## config.mk

```make
export PLATFORM = sky130hd
export DESIGN_NAME = periodic_task_tick_scheduler_flat
export DESIGN_NICKNAME = d
export VERILOG_FILES = /design/src/ptts_pkg.sv /design/src/ptts_if.sv /design/src/ptts_slot_table.sv /design/src/ptts_tick_unit.sv /design/src/periodic_task_tick_scheduler.sv /design/src/flat_wrapper.sv
export SDC_FILE = /design/constraint.sdc
export NUM_CORES = 1
export LEC_CHECK = 0
export ABC_CLOCK_PERIOD_IN_PS = 9200
export BUFFER_PORTS_ARGS = -buffer_cell sky130_fd_sc_hd__buf_4
export CORE_MARGIN = 4
export CORE_UTILIZATION = 41
export DETAILED_ROUTE_END_ITERATION = 10
export PLACE_DENSITY_LB_ADDON = 0.12
export SYNTH_ARGS = -nofsm -noshare
export SYNTH_HDL_FRONTEND = slang
export SYNTH_SLANG_ARGS = --single-unit
```

## constraint.sdc

```tcl
create_clock -name clock -period 9.2 [get_ports clock]
set_input_delay 1.38 -clock clock [delete_from_list [all_inputs] [get_ports clock]]
set_output_delay 1.38 -clock clock [all_outputs]
set_load 0.1 [all_outputs]
```

## src/ptts_pkg.sv

```systemverilog
// ----------------------------------------------------------------------------
// ptts_pkg
// shared constants, slot entry type and table write type of the scheduler
// ----------------------------------------------------------------------------
`timescale 1ns / 1ps
`default_nettype none

package ptts_pkg;

   localparam int TASK_SLOTS  = 8;
   localparam int COUNT_WIDTH = 16;

   // field widths of the beats
   localparam int OP_W      = 1;
   localparam int SLOT_W    = 3;
   localparam int MODE_W    = 2;
   localparam int PERIOD_W  = 16;
   localparam int SHOT_W    = 16;
   localparam int MASK_W    = 8;
   localparam int RUN_OUT_W = 16;

   // derived widths
   localparam int SLOT_IDX_W = (TASK_SLOTS > 1) ? $clog2(TASK_SLOTS) : 1;
   localparam int SLOT_CMP_W = ($clog2(TASK_SLOTS + 1) > SLOT_W) ?
                               $clog2(TASK_SLOTS + 1) : SLOT_W;
   localparam int CMP_W      = (COUNT_WIDTH > PERIOD_W) ? COUNT_WIDTH : PERIOD_W;

   // operation codes
   localparam logic [OP_W-1:0] OP_TICK  = 1'b0;
   localparam logic [OP_W-1:0] OP_SETUP = 1'b1;

   // task modes, code three is stored but acts as disabled
   localparam logic [MODE_W-1:0] MODE_OFF     = 2'd0;
   localparam logic [MODE_W-1:0] MODE_FOREVER = 2'd1;
   localparam logic [MODE_W-1:0] MODE_SHOTS   = 2'd2;

   typedef struct packed {
      logic [MODE_W-1:0]      mode;
      logic                   has_handler;
      logic [PERIOD_W-1:0]    period;
      logic [SHOT_W-1:0]      shots_left;
      logic [COUNT_WIDTH-1:0] run_count;
      logic [COUNT_WIDTH-1:0] tick_count;
   } slot_entry_type;

   typedef struct packed {
      logic                  en;
      logic [SLOT_IDX_W-1:0] addr;
      slot_entry_type        data;
   } tbl_write_type;

endpackage

`default_nettype wire

```

## src/ptts_if.sv

```systemverilog
// ----------------------------------------------------------------------------
// ptts_if
// valid/ready channels carrying request and response beats
// ----------------------------------------------------------------------------
`timescale 1ns / 1ps
`default_nettype none

interface ptts_req_if import ptts_pkg::*; ();
   logic                valid;
   logic                ready;
   logic [OP_W-1:0]     operation;
   logic [SLOT_W-1:0]   slot;
   logic [MODE_W-1:0]   task_mode;
   logic                handler_present;
   logic [PERIOD_W-1:0] period_ticks;
   logic [SHOT_W-1:0]   shot_budget;

   modport source (
      output valid, operation, slot, task_mode, handler_present,
             period_ticks, shot_budget,
      input  ready
   );
   modport sink (
      input  valid, operation, slot, task_mode, handler_present,
             period_ticks, shot_budget,
      output ready
   );
endinterface

interface ptts_rsp_if import ptts_pkg::*; ();
   logic                 valid;
   logic                 ready;
   logic [MASK_W-1:0]    fired_mask;
   logic [RUN_OUT_W-1:0] run_count;

   modport source (
      output valid, fired_mask, run_count,
      input  ready
   );
   modport sink (
      input  valid, fired_mask, run_count,
      output ready
   );
endinterface

`default_nettype wire

```

## src/ptts_slot_table.sv

```systemverilog
// ----------------------------------------------------------------------------
// ptts_slot_table
// task slot register file, one write and one read port, cleared by reset
// ----------------------------------------------------------------------------
`timescale 1ns / 1ps
`default_nettype none

module ptts_slot_table import ptts_pkg::*; (
   input  wire logic                  clock,
   input  wire logic                  reset,
   input  wire tbl_write_type         wr,
   input  wire logic [SLOT_IDX_W-1:0] rd_addr,
   output slot_entry_type             rd_data
);

   slot_entry_type entries_ff [TASK_SLOTS];

   always_ff @(posedge clock) begin
      if (reset) begin
         entries_ff <= '{default: '0};
      end else if (wr.en) begin
         entries_ff[wr.addr] <= wr.data;
      end
   end

   assign rd_data = entries_ff[rd_addr];

endmodule

`default_nettype wire

```

## src/ptts_tick_unit.sv

```systemverilog
// ----------------------------------------------------------------------------
// ptts_tick_unit
// shared per-slot tick update: period compare, shot spend, counter steps
// ----------------------------------------------------------------------------
`timescale 1ns / 1ps
`default_nettype none

module ptts_tick_unit import ptts_pkg::*; (
   input  wire slot_entry_type cur,
   output slot_entry_type      nxt,
   output logic                fire
);

   logic active;
   logic at_period;
   logic limited;
   logic out_of_shots;

   assign limited      = (cur.mode == MODE_SHOTS);
   assign active       = cur.has_handler && ((cur.mode == MODE_FOREVER) || limited);
   assign at_period    = (CMP_W'(cur.tick_count) == CMP_W'(cur.period));
   assign out_of_shots = limited && (cur.shots_left == '0);

   always_comb begin
      nxt  = cur;
      fire = 1'b0;
      if (active) begin
         if (at_period) begin
            // stalled at period when the shot budget is spent
            if (!out_of_shots) begin
               fire           = 1'b1;
               nxt.tick_count = '0;
               nxt.run_count  = cur.run_count + COUNT_WIDTH'(1);
               if (limited) begin
                  nxt.shots_left = cur.shots_left - SHOT_W'(1);
               end
            end
         end else begin
            nxt.tick_count = cur.tick_count + COUNT_WIDTH'(1);
         end
      end
   end

endmodule

`default_nettype wire

```

## src/periodic_task_tick_scheduler.sv

```systemverilog
// ----------------------------------------------------------------------------
// periodic_task_tick_scheduler
// task slot table swept one slot per cycle through a shared tick unit
// ----------------------------------------------------------------------------
//
//  channel   | dir | beat contents
//  ----------+-----+--------------------------------------------------------
//  req_chan  | in  | operation, slot, task_mode, handler_present,
//            |     | period_ticks, shot_budget
//  rsp_chan  | out | fired_mask, run_count
//
//  a tick beat is accepted in ST_IDLE, then ST_SWEEP passes each slot in turn
//  through the tick unit and writes it back, then ST_FINISH loads the response
//  register before the next ready
//  a set-up beat: slot written on accept, then response load
//  synchronous reset clears the slot table flops in the reset cycle itself
//  the response register lets a new beat be accepted while the previous
//  response waits; a stalled rsp_chan holds the block in its final cycle
//
`timescale 1ns / 1ps
`default_nettype none

module periodic_task_tick_scheduler import ptts_pkg::*; (
   input  wire logic  clock,
   input  wire logic  reset,
   ptts_req_if.sink   req_chan,
   ptts_rsp_if.source rsp_chan
);

   typedef enum logic [1:0] {
      ST_IDLE,
      ST_SWEEP,
      ST_FINISH
   } state_type;

   state_type state_ff, state_in;

   // sweep position and per-beat accumulation
   logic [SLOT_IDX_W-1:0] idx_ff,  idx_in;
   logic [SLOT_W-1:0]     slot_ff, slot_in;
   logic [MASK_W-1:0]     mask_ff, mask_in;
   logic [RUN_OUT_W-1:0]  run_ff,  run_in;

   // response register
   logic                  rsp_valid_ff, rsp_valid_in;
   logic [MASK_W-1:0]     rsp_mask_ff,  rsp_mask_in;
   logic [RUN_OUT_W-1:0]  rsp_run_ff,   rsp_run_in;

   tbl_write_type  tbl_wr;
   slot_entry_type tbl_rd;
   slot_entry_type upd;
   slot_entry_type setup_entry;
   logic           upd_fire;
   logic           req_fire;
   logic           req_slot_ok;
   logic           rsp_free;
   logic           sweep_last;
   logic           sweep_hit;

   ptts_slot_table u_table (
      .clock   (clock),
      .reset   (reset),
      .wr      (tbl_wr),
      .rd_addr (idx_ff),
      .rd_data (tbl_rd)
   );

   ptts_tick_unit u_tick (
      .cur  (tbl_rd),
      .nxt  (upd),
      .fire (upd_fire)
   );

   assign req_chan.ready   = (state_ff == ST_IDLE);
   assign req_fire         = req_chan.valid && req_chan.ready;
   // slot numbers past the table write nothing and read back zero
   assign req_slot_ok      = (SLOT_CMP_W'(req_chan.slot) < SLOT_CMP_W'(TASK_SLOTS));
   assign rsp_free         = !rsp_valid_ff || rsp_chan.ready;
   assign sweep_last       = (idx_ff == SLOT_IDX_W'(TASK_SLOTS - 1));
   assign sweep_hit        = (SLOT_CMP_W'(idx_ff) == SLOT_CMP_W'(slot_ff));

   assign rsp_chan.valid      = rsp_valid_ff;
   assign rsp_chan.fired_mask = rsp_mask_ff;
   assign rsp_chan.run_count  = rsp_run_ff;

   // set-up clears the tick and run counters
   always_comb begin
      setup_entry.mode        = req_chan.task_mode;
      setup_entry.has_handler = req_chan.handler_present;
      setup_entry.period      = req_chan.period_ticks;
      setup_entry.shots_left  = req_chan.shot_budget;
      setup_entry.run_count   = '0;
      setup_entry.tick_count  = '0;
   end

   // table write: set-up on accept, else write-back during the sweep
   always_comb begin
      tbl_wr.en   = 1'b0;
      tbl_wr.addr = idx_ff;
      tbl_wr.data = upd;
      if (state_ff == ST_SWEEP) begin
         tbl_wr.en = 1'b1;
      end else if (req_fire && (req_chan.operation == OP_SETUP) && req_slot_ok) begin
         tbl_wr.en   = 1'b1;
         tbl_wr.addr = SLOT_IDX_W'(req_chan.slot);
         tbl_wr.data = setup_entry;
      end
   end

   always_comb begin
      state_in     = state_ff;
      idx_in       = idx_ff;
      slot_in      = slot_ff;
      mask_in      = mask_ff;
      run_in       = run_ff;
      rsp_valid_in = rsp_valid_ff;
      rsp_mask_in  = rsp_mask_ff;
      rsp_run_in   = rsp_run_ff;

      // downstream takes the waiting beat
      if (rsp_valid_ff && rsp_chan.ready) begin
         rsp_valid_in = 1'b0;
      end

      unique case (state_ff)
         ST_IDLE: begin
            if (req_fire) begin
               slot_in = req_chan.slot;
               idx_in  = '0;
               mask_in = '0;
               run_in  = '0;
               if (req_chan.operation == OP_SETUP) begin
                  state_in = ST_FINISH;
               end else begin
                  state_in = ST_SWEEP;
               end
            end
         end
         ST_SWEEP: begin
            // slots past the mask width still run but do not show
            if (upd_fire) begin
               mask_in = mask_ff | (MASK_W'(1) << idx_ff);
            end
            if (sweep_hit) begin
               run_in = RUN_OUT_W'(upd.run_count);
            end
            idx_in = idx_ff + SLOT_IDX_W'(1);
            if (sweep_last) begin
               state_in = ST_FINISH;
            end
         end
         ST_FINISH: begin
            if (rsp_free) begin
               rsp_valid_in = 1'b1;
               rsp_mask_in  = mask_ff;
               rsp_run_in   = run_ff;
               state_in     = ST_IDLE;
            end
         end
         default: begin
            state_in = ST_IDLE;
         end
      endcase
   end

   always_ff @(posedge clock) begin
      idx_ff      <= idx_in;
      slot_ff     <= slot_in;
      mask_ff     <= mask_in;
      run_ff      <= run_in;
      rsp_mask_ff <= rsp_mask_in;
      rsp_run_ff  <= rsp_run_in;
      if (reset) begin
         state_ff     <= ST_IDLE;
         rsp_valid_ff <= 1'b0;
      end else begin
         state_ff     <= state_in;
         rsp_valid_ff <= rsp_valid_in;
      end
   end

endmodule

`default_nettype wire

```

## src/flat_wrapper.sv

```systemverilog
// flat-port wrapper written by rule: the top's interface ports become plain ports
module periodic_task_tick_scheduler_flat import ptts_pkg::*;
  (clock, reset, req_chan_valid, req_chan_operation, req_chan_slot, req_chan_task_mode, req_chan_handler_present, req_chan_period_ticks, req_chan_shot_budget, req_chan_ready, rsp_chan_valid, rsp_chan_fired_mask, rsp_chan_run_count, rsp_chan_ready);
  ptts_req_if req_chan_i ();
  ptts_rsp_if rsp_chan_i ();
  input  wire logic clock;
  input  wire logic reset;
  input wire logic [$bits(req_chan_i.valid)-1:0] req_chan_valid;
  input wire logic [$bits(req_chan_i.operation)-1:0] req_chan_operation;
  input wire logic [$bits(req_chan_i.slot)-1:0] req_chan_slot;
  input wire logic [$bits(req_chan_i.task_mode)-1:0] req_chan_task_mode;
  input wire logic [$bits(req_chan_i.handler_present)-1:0] req_chan_handler_present;
  input wire logic [$bits(req_chan_i.period_ticks)-1:0] req_chan_period_ticks;
  input wire logic [$bits(req_chan_i.shot_budget)-1:0] req_chan_shot_budget;
  output wire logic [$bits(req_chan_i.ready)-1:0] req_chan_ready;
  output wire logic [$bits(rsp_chan_i.valid)-1:0] rsp_chan_valid;
  output wire logic [$bits(rsp_chan_i.fired_mask)-1:0] rsp_chan_fired_mask;
  output wire logic [$bits(rsp_chan_i.run_count)-1:0] rsp_chan_run_count;
  input wire logic [$bits(rsp_chan_i.ready)-1:0] rsp_chan_ready;
  assign req_chan_i.valid = req_chan_valid;
  assign req_chan_i.operation = req_chan_operation;
  assign req_chan_i.slot = req_chan_slot;
  assign req_chan_i.task_mode = req_chan_task_mode;
  assign req_chan_i.handler_present = req_chan_handler_present;
  assign req_chan_i.period_ticks = req_chan_period_ticks;
  assign req_chan_i.shot_budget = req_chan_shot_budget;
  assign req_chan_ready = req_chan_i.ready;
  assign rsp_chan_valid = rsp_chan_i.valid;
  assign rsp_chan_fired_mask = rsp_chan_i.fired_mask;
  assign rsp_chan_run_count = rsp_chan_i.run_count;
  assign rsp_chan_i.ready = rsp_chan_ready;
  periodic_task_tick_scheduler u_core (.clock(clock), .reset(reset), .req_chan(req_chan_i), .rsp_chan(rsp_chan_i));
endmodule
```

==> out/metrics.cfg, run 1 <==
[finish]
layout.area.seq_um2 = 12400
area_delta_synth_final_pct = 11.6
fill_cells = 6102
final_area_um2 = 30200
multi_input_area_um2 = 13600
layout-drive-gt1-share_pct = 15.7
n_antenna_cell = 0
num-nets-final = 2793

[routing]
wl_um = 83600
drc = 0
drtIter0Drc = 2086
viasPerCell = 5.94
dr_wl_met3_um = 5730
drt-pass1-iter-count = 6
ant_nets = 0
wl_met1_um = 35900
wl_met2_um = 39400
top_layer = met5
wl_per_cell_um = 23.0
vias = 21640

[power]
power.density_nw_per_um2 = 200
internal_power_mw = 4.38
vdd_drop_max_uv = 123
clkPwrFrac_pct = 43.1
power.leakage_nw = 11.0
p_comb_share_pct = 12.4
seqPwrFrac_pct = 44.5
p_sw_share_pct = 27.6
p_switching_mw = 1.67

[place]
post_dp_cell_area_um2 = 28100
gp_congestion = 0.788
io_buffers = 68
dp_hpwl_um = 47800

[clock_tree]
cts_buffer_depth = 3
root_buffer = clkbuf_16
cts_hold_buffers = 0
clkTransAtPathRegs_ps = 60
numCtsBuffers = 68
post_cts_resized = 0
cts_tree = yes
numClockSinks = 593
clock_latency_ps = 630
cts_max_level = 3
post_cts_buffers = 0

[synth]
synth-seq-cells = 593
syn_inst = 2779
ys_types = 77
async_flop_share_pct = 0
synth_edf_count = 54
synth_area_per_cell_um2 = 9.75
synth_area_um2 = 27100
synth_ff_type = dfxtp_1
synth_fp_nets = 2833
yosys_warnings = 0
ys_seq_area_share_pct = 45.8

[min_path]
min-delay-path-class = flip-flop to flip-flop

[floorplan]
dieArea_um2 = 70300
core_area_um2 = 64900
chipHeight_um = 265
rows = 93
die_x_um = 265
io_pins = 69
initial_utilization_pct = 41.7

[global_route]
track_usage_pct = 23.4
grt-ovfl-total = 0
grt_first_pass_wirelength_um = 130000
grt_max_degree = 111
antenna_found_initial = 3
grt_pass1_vias = 21621

[worst_setup_path]
cp-start-kind = flip-flop
cp.arrival_ps = 5850
end_kind = flip-flop
path_class = flip-flop to flip-flop
worstPathRequired_ps = 9420
cp_max_fo = 44

[run]
max_cap_violations = 0

[sta]
finalSetupViolCount = 0
period_needed_ps = 5630
fmax_mhz = 178
slew_headroom_pct = 19.4
fin_tns_setup_ps = 0
skew_ps = 40.9
tightest_slew_ps = 1210
rsz0062_at_grt = no
holdWs_ps = 419
finalMaxSlewViolations = 0
fin_crit_sh_pct = 61.2
finalHoldViolations = 0

[outcome]
outcome = complete, no violations

==> area by class of cell <==
class / count / share of cell area (%)
Clock buffer: 93 / 6.28
Clock inverter: 27 / 0.770
Inverter: 32 / 0.402
Multi-Input combinational cell: 1930 / 45.0
Sequential cell: 593 / 41.1
Tap cell: 855 / 3.54
Timing Repair Buffer: 114 / 2.90
==> Yosys cell counts (all sizes together), types with 14 or more instances <==
cell | n | share of area, %
inv | 32 | 0.44
nand4 | 20 | 0.55
a22o | 136 | 4.4
nor2 | 524 | 7.3
mux2i | 101 | 3.8
or3 | 14 | 0.32
clkbuf | 159 | 2.2
a32oi | 20 | 0.65
o31ai | 44 | 1.2
xnor2 | 20 | 0.84
a21oi | 176 | 3.3
a211oi | 92 | 2.8
o21ai | 69 | 1.3
a311oi | 33 | 1.1
nand2 | 289 | 4.0
nand3b | 44 | 1.2
xor2 | 16 | 0.60
dfxtp | 539 | 40
nor4 | 14 | 0.68
buf | 65 | 1.8
mux4 | 120 | 10
and2 | 27 | 0.62
nand3 | 30 | 0.59
a32o | 32 | 1.2
edfxtp | 54 | 6.0
==> worst paths after layout <==
path,from,slack (ps),depth (start not counted),to
hold reg to reg,u_core.run_ff[7],420,0,u_core.rsp_chan.run_count[7]
hold / removal,u_core.run_ff[7],420,0,u_core.rsp_chan.run_count[7]
setup / recovery,u_core.idx_ff[1],3570,11,u_core.mask_ff[0]
setup reg to reg,u_core.idx_ff[1],3570,11,u_core.mask_ff[0]
==> critical path, cell delays in order (launching register included) <==
cell,delay [ps]
edfxtp_1,340
buf_4,480
buf_4,640
mux4_2,570
nand2_1,100
nand2_1,100
xor2_1,170
nor4_1,450
and4_2,290
buf_4,510
nand2_1,480
o21ai_0,1040
==> placed cells by master, fill, tap and decap left out, types with 13 or more instances in the layout <==
cell and count:
mux2i_1 98, nand3_1 27, clkbuf_16 70, mux4_2 120
clkinv_2 14, clkbuf_1 17, nand3b_1 44, dfxtp_1 539
a21oi_1 172, and2_1 27, nor2_1 498, nor2_2 18
buf_4 112, a32oi_1 20, a22o_1 136, a32o_1 32
or3_1 14, a311oi_1 33, a211oi_1 81, xor2_1 13
nand2_1 278, edfxtp_1 54, xnor2_1 13, inv_1 31
o31ai_1 44, nand4_1 16, o21ai_0 66
==> power by group through the flow <==
stage / clock, mW / sequential [mW] / combinational, mW
6_report: 2.61 / 2.69 / 0.750
5_1_grt: 2.77 / 2.70 / 0.804
4_1_cts: 2.66 / 2.69 / 0.747
3_5_place_dp: 0 / 2.75 / 0.746
3_3_place_gp: 0 / 2.75 / 0.738
2_1_floorplan: 0 / 2.77 / 0.517
==> layer usage <==
| layer | vias to the layer above | GRT usage (%) |
|---|---|---|
| li1 | 9997 | - |
| met1 | 10671 | 31.1 |
| met2 | 789 | 38.7 |
| met3 | 179 | 4.54 |
| met4 | 4 | 7.40 |
| met5 | - | 0 |
==> sequential cells by signal (all words and copies together), names as in the netlist <==
name,count
u_core.rsp_chan.fired_mask,8
u_core.mask_ff,8
u_core.rsp_chan.valid,1
u_core.u_table.entries_ff,536
u_core.rsp_chan.run_count,16
u_core.slot_ff,3
u_core.run_ff,16
u_core.idx_ff,3
u_core.state_ff,2
==> through the flow <==
step,worst slack (ps),std cells,power (mW),util [%]
after floorplan,4590,2779,3.29,-
after global placement,3730,3524,3.49,43.3
after detailed placement,3560,3524,3.50,43.3
after CTS,3600,3644,6.10,46.6
after global routing,3110,3644,6.27,46.6
final,3570,3644,6.05,46.6
==> kinds of logic after synthesis <==
group | share of synthesized area, %
compound gates | 17.1
xor+xnor | 1.44
fa+ha+maj | 0.508
buf+inv | 4.47
flops | 45.8
mux | 13.9
simple gates | 16.7
Power figures use the tool's default switching activity.
==> inputs of run 2 (changes only) <==
--- a/config.mk
+++ b/config.mk
@@ -5,7 +5,7 @@
 export SDC_FILE = /design/constraint.sdc
 export NUM_CORES = 1
 export LEC_CHECK = 0
-export ABC_CLOCK_PERIOD_IN_PS = 9200
+export ABC_CLOCK_PERIOD_IN_PS = 4900
 export BUFFER_PORTS_ARGS = -buffer_cell sky130_fd_sc_hd__buf_4
 export CORE_MARGIN = 4
 export CORE_UTILIZATION = 41
==> constraint.sdc (replaced) <==
create_clock -name clock -period 4.9 [get_ports clock]
set_input_delay 0.735 -clock clock [delete_from_list [all_inputs] [get_ports clock]]
set_output_delay 0.735 -clock clock [all_outputs]
set_load 0.1 [all_outputs]
==> run 2 against run 1 <==
  * Clock skew shrank 24 ps
  * Sequential share of layout area is 0.61 points lower
  * Worst hold slack worse by 64 ps
  * Total power rose by 92%
  * Die area stayed put
  * First-iteration DRC count is 12% lower
  * Final area is 1.5% higher
  * Sequential power up 88%
  * Worst setup slack got worse by 3200 ps
  * Global-route usage increased by 0.21 points
  * Fmax is 25% higher
==> out/metrics.cfg, run 2 (synthesized netlist as in run 1, its figures left out) <==
[routing]
wl_met1_um = 37300  ; +3.8%
viasPerCell = 5.93  ; -0.21%
dr_wl_met3_um = 5010  ; -13%
drtIter0Drc = 1842  ; -12%
drt-pass1-iter-count = 5  ; -1
wl_per_cell_um = 23.1  ; +0.54%
top_layer = met4
wl_met2_um = 40100  ; +1.7%
ant_nets = 0  ; unchanged
vias = 21855  ; +0.99%
wl_um = 85100  ; +1.7%
drc = 0  ; unchanged

[clock_tree]
cts_max_level = 3  ; unchanged
numCtsBuffers = 67  ; -1.5%
root_buffer = clkbuf_16
clkTransAtPathRegs_ps = 60  ; about the same
numClockSinks = 593  ; unchanged
cts_buffer_depth = 3  ; unchanged
post_cts_buffers = 0  ; unchanged
cts_tree = yes
cts_hold_buffers = 0  ; unchanged
clock_latency_ps = 600  ; -30 ps
post_cts_resized = 0  ; unchanged

[finish]
final_cells = 3688  ; +1.2%
layout_commonest_cell = dfxtp_1
regMostFlops = u_core.u_table.entries_ff
multi_input_area_um2 = 13600  ; about the same
layout-drive-gt1-share_pct = 16.6  ; +0.93 points
layout.area.seq_um2 = 12400  ; unchanged
largest_reg_flops = 536  ; unchanged
num-nets-final = 2834  ; +1.5%
area_delta_synth_final_pct = 13.2
final_util_pct = 47.3  ; +0.70 points
fill_cells = 6145  ; +0.70%
final_area_um2 = 30700  ; +1.5%
mostFrequentLayoutCells = dfxtp_1 (539), nor2_1 (506), nand2_1 (278), a21oi_1 (172), buf_4 (149)

[sta]
finalHoldViolations = 0  ; unchanged
holdWs_ps = 356  ; -63.5 ps
postLayoutSetupSlackWorst_ps = 386  ; -3180 ps
slew_headroom_pct = 24.5  ; +5.1 points
rsz0062_at_grt = no
period_needed_ps = 4510  ; -1120 ps
tightest_slew_ps = 1130  ; -79.1 ps
fin_tns_setup_ps = 0  ; unchanged
fmax_mhz = 222  ; +25%
finalSetupViolCount = 0  ; unchanged
skew_ps = 17.0  ; -23.9 ps
fin_crit_sh_pct = 92.1  ; +31 points
finalMaxSlewViolations = 0  ; unchanged

[worst_setup_path]
cp.arrival_ps = 5050  ; -800 ps
rr_worst_depth = 13  ; +2
cp-start-kind = flip-flop
cpMostUsedCell = buf_4
end_kind = flip-flop
cp_max_fo = 23  ; -48%
worstPathRequired_ps = 5430  ; -3990 ps
crit_chain = buf_12 > buf_4 > mux4_2 > nand2_1 > nand2_2 > xor2_1 > nor4_1 > buf_4 > nand4_1 > buf_4 > nand4_1 > mux2i_1 > a22o_1
critical-path-max-stage-delay_ps = 590  ; -450 ps
path_class = flip-flop to flip-flop
cp_slowest_cell = mux2i_1

[power]
vdd_drop_max_uv = 244  ; +98%
power_mw = 11.6  ; +92%
seqPwrFrac_pct = 43.7  ; -0.8 points
clkPwrFrac_pct = 43.6  ; +0.5 points
internal_power_mw = 8.47  ; +93%
p_comb_share_pct = 12.7  ; +0.3 points
p_switching_mw = 3.13  ; +88%
power.leakage_nw = 11.3  ; +2.4%
p_sw_share_pct = 27.0  ; -0.59 points
power.density_nw_per_um2 = 378  ; +89%

[floorplan]
die_x_um = 265  ; unchanged
chipHeight_um = 265  ; unchanged
core_area_um2 = 64900  ; unchanged
io_pins = 69  ; unchanged
rows = 93  ; unchanged
dieArea_um2 = 70300  ; unchanged
initial_utilization_pct = 41.7  ; unchanged

[min_path]
hold_path_depth = 1  ; +1
min-delay-path-class = input port to flip-flop

[place]
dp_cells = 3566  ; +1.2%
post_dp_cell_area_um2 = 28500  ; +1.3%
dp_hpwl_um = 51900  ; +8.7%
io_buffers = 68  ; unchanged
pre_cts_ws_ps = 482  ; -3080 ps
gp_congestion = 0.864  ; +9.7%

[global_route]
grt-ovfl-total = 0  ; unchanged
antenna_found_initial = 1  ; -2
grt_max_degree = 128  ; +15%
track_usage_pct = 23.6  ; +0.21 points
grt_first_pass_wirelength_um = 131000  ; +1.2%
grt_pass1_vias = 21720  ; +0.46%

[run]
max_cap_violations = 0  ; unchanged

[outcome]
outcome = complete, no violations

-- run 2: cell types whose count changed in the layout (fill, tap and decap cells not counted), moves of 3 or more --
| cell | change |
|---|---|
| clkbuf_8 | +7 |
| buf_12 | +5 |
| nor2_4 | +3 |
| buf_4 | +37 |
| nor2_2 | -11 |
| nor2_1 | +8 |
| clkinv_2 | -5 |
-- run 2: worst max-delay path: cells and delay by family, from the launching register on --
kind | cells | cell delay [ps]
AO/OA/AOI/OAI | 1 | 220
XOR/XNOR | 1 | 200
buffers and inverters | 4 | 1140
flip-flops | 1 | 440
multiplexers | 2 | 1120
AND/OR/NAND/NOR | 5 | 1300
-- run 2: layout make-up --
type                            count  share of cell area [%]
Tap cell                          855                    3.49
Multi-Input combinational cell   1930                    44.4
Antenna cell                        2                  0.0163
Clock inverter                     19                   0.689
Inverter                           32                   0.396
Clock buffer                      101                    6.51
Timing Repair Buffer              156                    4.09
Sequential cell                   593                    40.5
-- run 2: worst paths after layout --
path / to / slack, ps / from
worst min register to register: u_core.rsp_chan.run_count[9] / 420 / u_core.run_ff[9]
worst max register to register: u_core.u_table.entries_ff[209] / 390 / u_core.idx_ff[1]
worst max-delay path: u_core.u_table.entries_ff[209] / 390 / u_core.idx_ff[1]
worst min-delay path: u_core.slot_ff[0] / 360 / req_chan_slot[0]
-- run 2: metal layers --
metal | track usage, % | vias up
met3 | 3.96 | 180
met5 | 0 | -
met1 | 31.9 | 10889
li1 | - | 10081
met4 | 8.01 | 0
met2 | 38.6 | 705
-- run 2: power groups by stage --
stage / logic [mW] / registers, mW / clock network (mW)
floorplan: 0.971 / 5.20 / 0
global placement: 1.45 / 5.16 / 0
detailed placement: 1.46 / 5.17 / 0
CTS: 1.47 / 5.06 / 5.17
global route: 1.58 / 5.07 / 5.36
finish: 1.48 / 5.06 / 5.06
==> inputs of run 3 (changes only) <==
--- a/config.mk
+++ b/config.mk
@@ -7,8 +7,10 @@
 export LEC_CHECK = 0
 export ABC_CLOCK_PERIOD_IN_PS = 4900
 export BUFFER_PORTS_ARGS = -buffer_cell sky130_fd_sc_hd__buf_4
+export CELL_PAD_IN_SITES_DETAIL_PLACEMENT = 1
+export CELL_PAD_IN_SITES_GLOBAL_PLACEMENT = 2
 export CORE_MARGIN = 4
-export CORE_UTILIZATION = 41
+export CORE_UTILIZATION = 30
 export DETAILED_ROUTE_END_ITERATION = 10
 export PLACE_DENSITY_LB_ADDON = 0.12
 export SYNTH_ARGS = -nofsm -noshare
==> run 3 against run 2 <==
  * Worst setup slack got worse by 2.7 ps
  * Register-to-register slack barely moved
  * Flip-flop and latch count did not move
  * Final cell count rose by 9.0%
  * Global-route usage fell by 2.7 points
  * Total power rose by 5.2%
  * Combinational power rose by 7%
  * Largest cell class unchanged
  * Non-clock buffer count rose by 10
==> out/metrics.cfg, run 3 (synthesized netlist as in run 1, its figures left out) <==
[outcome]
outcome = complete, no violations

[sta]
rsz0062_at_grt = no
finalMaxSlewViolations = 0  ; unchanged
skew_ps = 21.3  ; +4.26 ps
postLayoutSetupSlackWorst_ps = 383  ; -2.74 ps
tightest_slew_ps = 1030  ; -95.0 ps
finalSetupViolCount = 0  ; unchanged
period_needed_ps = 4520  ; +2.74 ps
fin_crit_sh_pct = 92.2  ; about the same
fin_tns_setup_ps = 0  ; unchanged
slew_headroom_pct = 30.9  ; +6.4 points
finalHoldViolations = 0  ; unchanged
fmax_mhz = 221  ; about the same

[clock_tree]
post_cts_resized = 0  ; unchanged
cts_max_level = 3  ; unchanged
clock_latency_ps = 650  ; +50 ps
cts_hold_buffers = 0  ; unchanged
numCtsBuffers = 74  ; +10%
post_cts_buffers = 0  ; unchanged
clkTransAtPathRegs_ps = 60  ; about the same
numClockSinks = 593  ; unchanged
root_buffer = clkbuf_16
cts_buffer_depth = 3  ; unchanged
cts_tree = yes

[finish]
layout_commonest_cell = dfxtp_1
n_antenna_cell = 0  ; -2
num-nets-final = 2851  ; +0.60%
largest_reg_flops = 536  ; unchanged
final_area_um2 = 31500  ; +2.7%
mostFrequentLayoutCells = dfxtp_1 (539), nor2_1 (505), nand2_1 (278), a21oi_1 (172), buf_4 (148)
final_cells = 4019  ; +9.0%
area_delta_synth_final_pct = 16.3
layout-drive-gt1-share_pct = 17.3  ; +0.74 points
regMostFlops = u_core.u_table.entries_ff

[floorplan]
core_area_um2 = 89100  ; +37%
rows = 109  ; +17%
io_pins = 69  ; unchanged
chipHeight_um = 309  ; +16%
initial_utilization_pct = 30.4  ; -11 points
die_x_um = 309  ; +16%
dieArea_um2 = 95200  ; +35%

[place]
io_buffers = 68  ; unchanged
dp_hpwl_um = 62200  ; +20%
post_dp_cell_area_um2 = 29100  ; +2.1%
gp_congestion = 0.779  ; -9.9%
dp_cells = 3886  ; +9.0%
pre_cts_ws_ps = 302  ; -179 ps

[worst_setup_path]
path_delay_family = simple AND/OR/NAND/NOR gates
critical-path-max-stage-delay_ps = 670  ; +80 ps
path_class = flip-flop to flip-flop
crit_chain = buf_12 > buf_12 > mux4_2 > nand2_1 > and2_1 > xnor2_1 > nor4_1 > nand4_1 > or4_1 > xor2_1 > and2_1
cp_max_fo = 25  ; +8.7%
worstPathRequired_ps = 5410  ; -20 ps
crit_buf_inv = 2  ; -2
end_kind = flip-flop
cp_slowest_cell = or4_1
cp-start-kind = flip-flop
cp.arrival_ps = 5030  ; -20 ps

[power]
power_mw = 12.2  ; +5.2%
vdd_drop_max_uv = 211  ; -14%
power.density_nw_per_um2 = 387  ; +2.4%
power.leakage_nw = 11.5  ; +2.0%

[routing]
drt-pass1-iter-count = 5  ; unchanged
wl_per_cell_um = 25.0  ; +8.2%
wl_um = 100000  ; +18%
drc = 0  ; unchanged
drtIter0Drc = 1359  ; -26%
viasPerCell = 5.49  ; -7.3%
ant_nets = 0  ; unchanged
vias = 22072  ; +0.99%

[global_route]
grt_pass1_vias = 23142  ; +6.5%
antenna_found_initial = 0  ; -1
grt_max_degree = 164  ; +28%
grt-ovfl-total = 0  ; unchanged
grt_first_pass_wirelength_um = 151000  ; +15%
track_usage_pct = 20.9  ; -2.7 points

[run]
max_cap_violations = 0  ; unchanged

[min_path]
min-delay-path-class = input port to flip-flop

run 3: final timing paths:
check / endpoint / cells past startpoint / start / slack, ps
setup / recovery: u_core.run_ff[3] / 11 / u_core.idx_ff[0] / 380
hold / removal: u_core.slot_ff[0] / 1 / req_chan_slot[0] / 340
setup reg to reg: u_core.run_ff[3] / 11 / u_core.idx_ff[0] / 380
hold reg to reg: u_core.rsp_chan.run_count[12] / 0 / u_core.run_ff[12] / 420
run 3: layout make-up:
cell class	count	area (um^2)
fill	9993	57500
multi-input combinational	1930	13600
sequential	593	12400
clock buffer	108	2140
timing repair buffer	166	1470
tap	1165	1460
clock inverter	25	314
inverter	32	121
run 3: per-layer routing:
layer	vias up	track usage [%]	wire length [um]
li1	10134	-	-
met1	11343	28.0	46600
met2	456	35.0	47200
met3	139	3.43	4100
met4	0	5.60	2470
met5	-	0	0
run 3: report_power, final:
part | internal (mW) | switching [mW] | leakage, nW
Sequential | 5.01 | 0.0578 | 4.87
Combinational | 0.466 | 1.13 | 5.40
Clock | 3.27 | 2.27 | 1.21
Total | 8.75 | 3.45 | 11.5
run 3: stage by stage:
stage / hold WS (ps) / utilization, %
CTS: 305 / 35.4
detailed placement: 406 / 32.6
global route: 312 / 35.4
global placement: 402 / 32.6
finish: 341 / 35.4
floorplan: 400 / -
run 3: worst reg2reg max path: stages (launching register included):
cell and delay (ps):
edfxtp_1 470, buf_12 260, buf_12 300, mux4_2 540, nand2_1 70, and2_1 250, xnor2_1 110, nor4_1 470
nand4_1 440, or4_1 680, xor2_1 590, and2_1 210
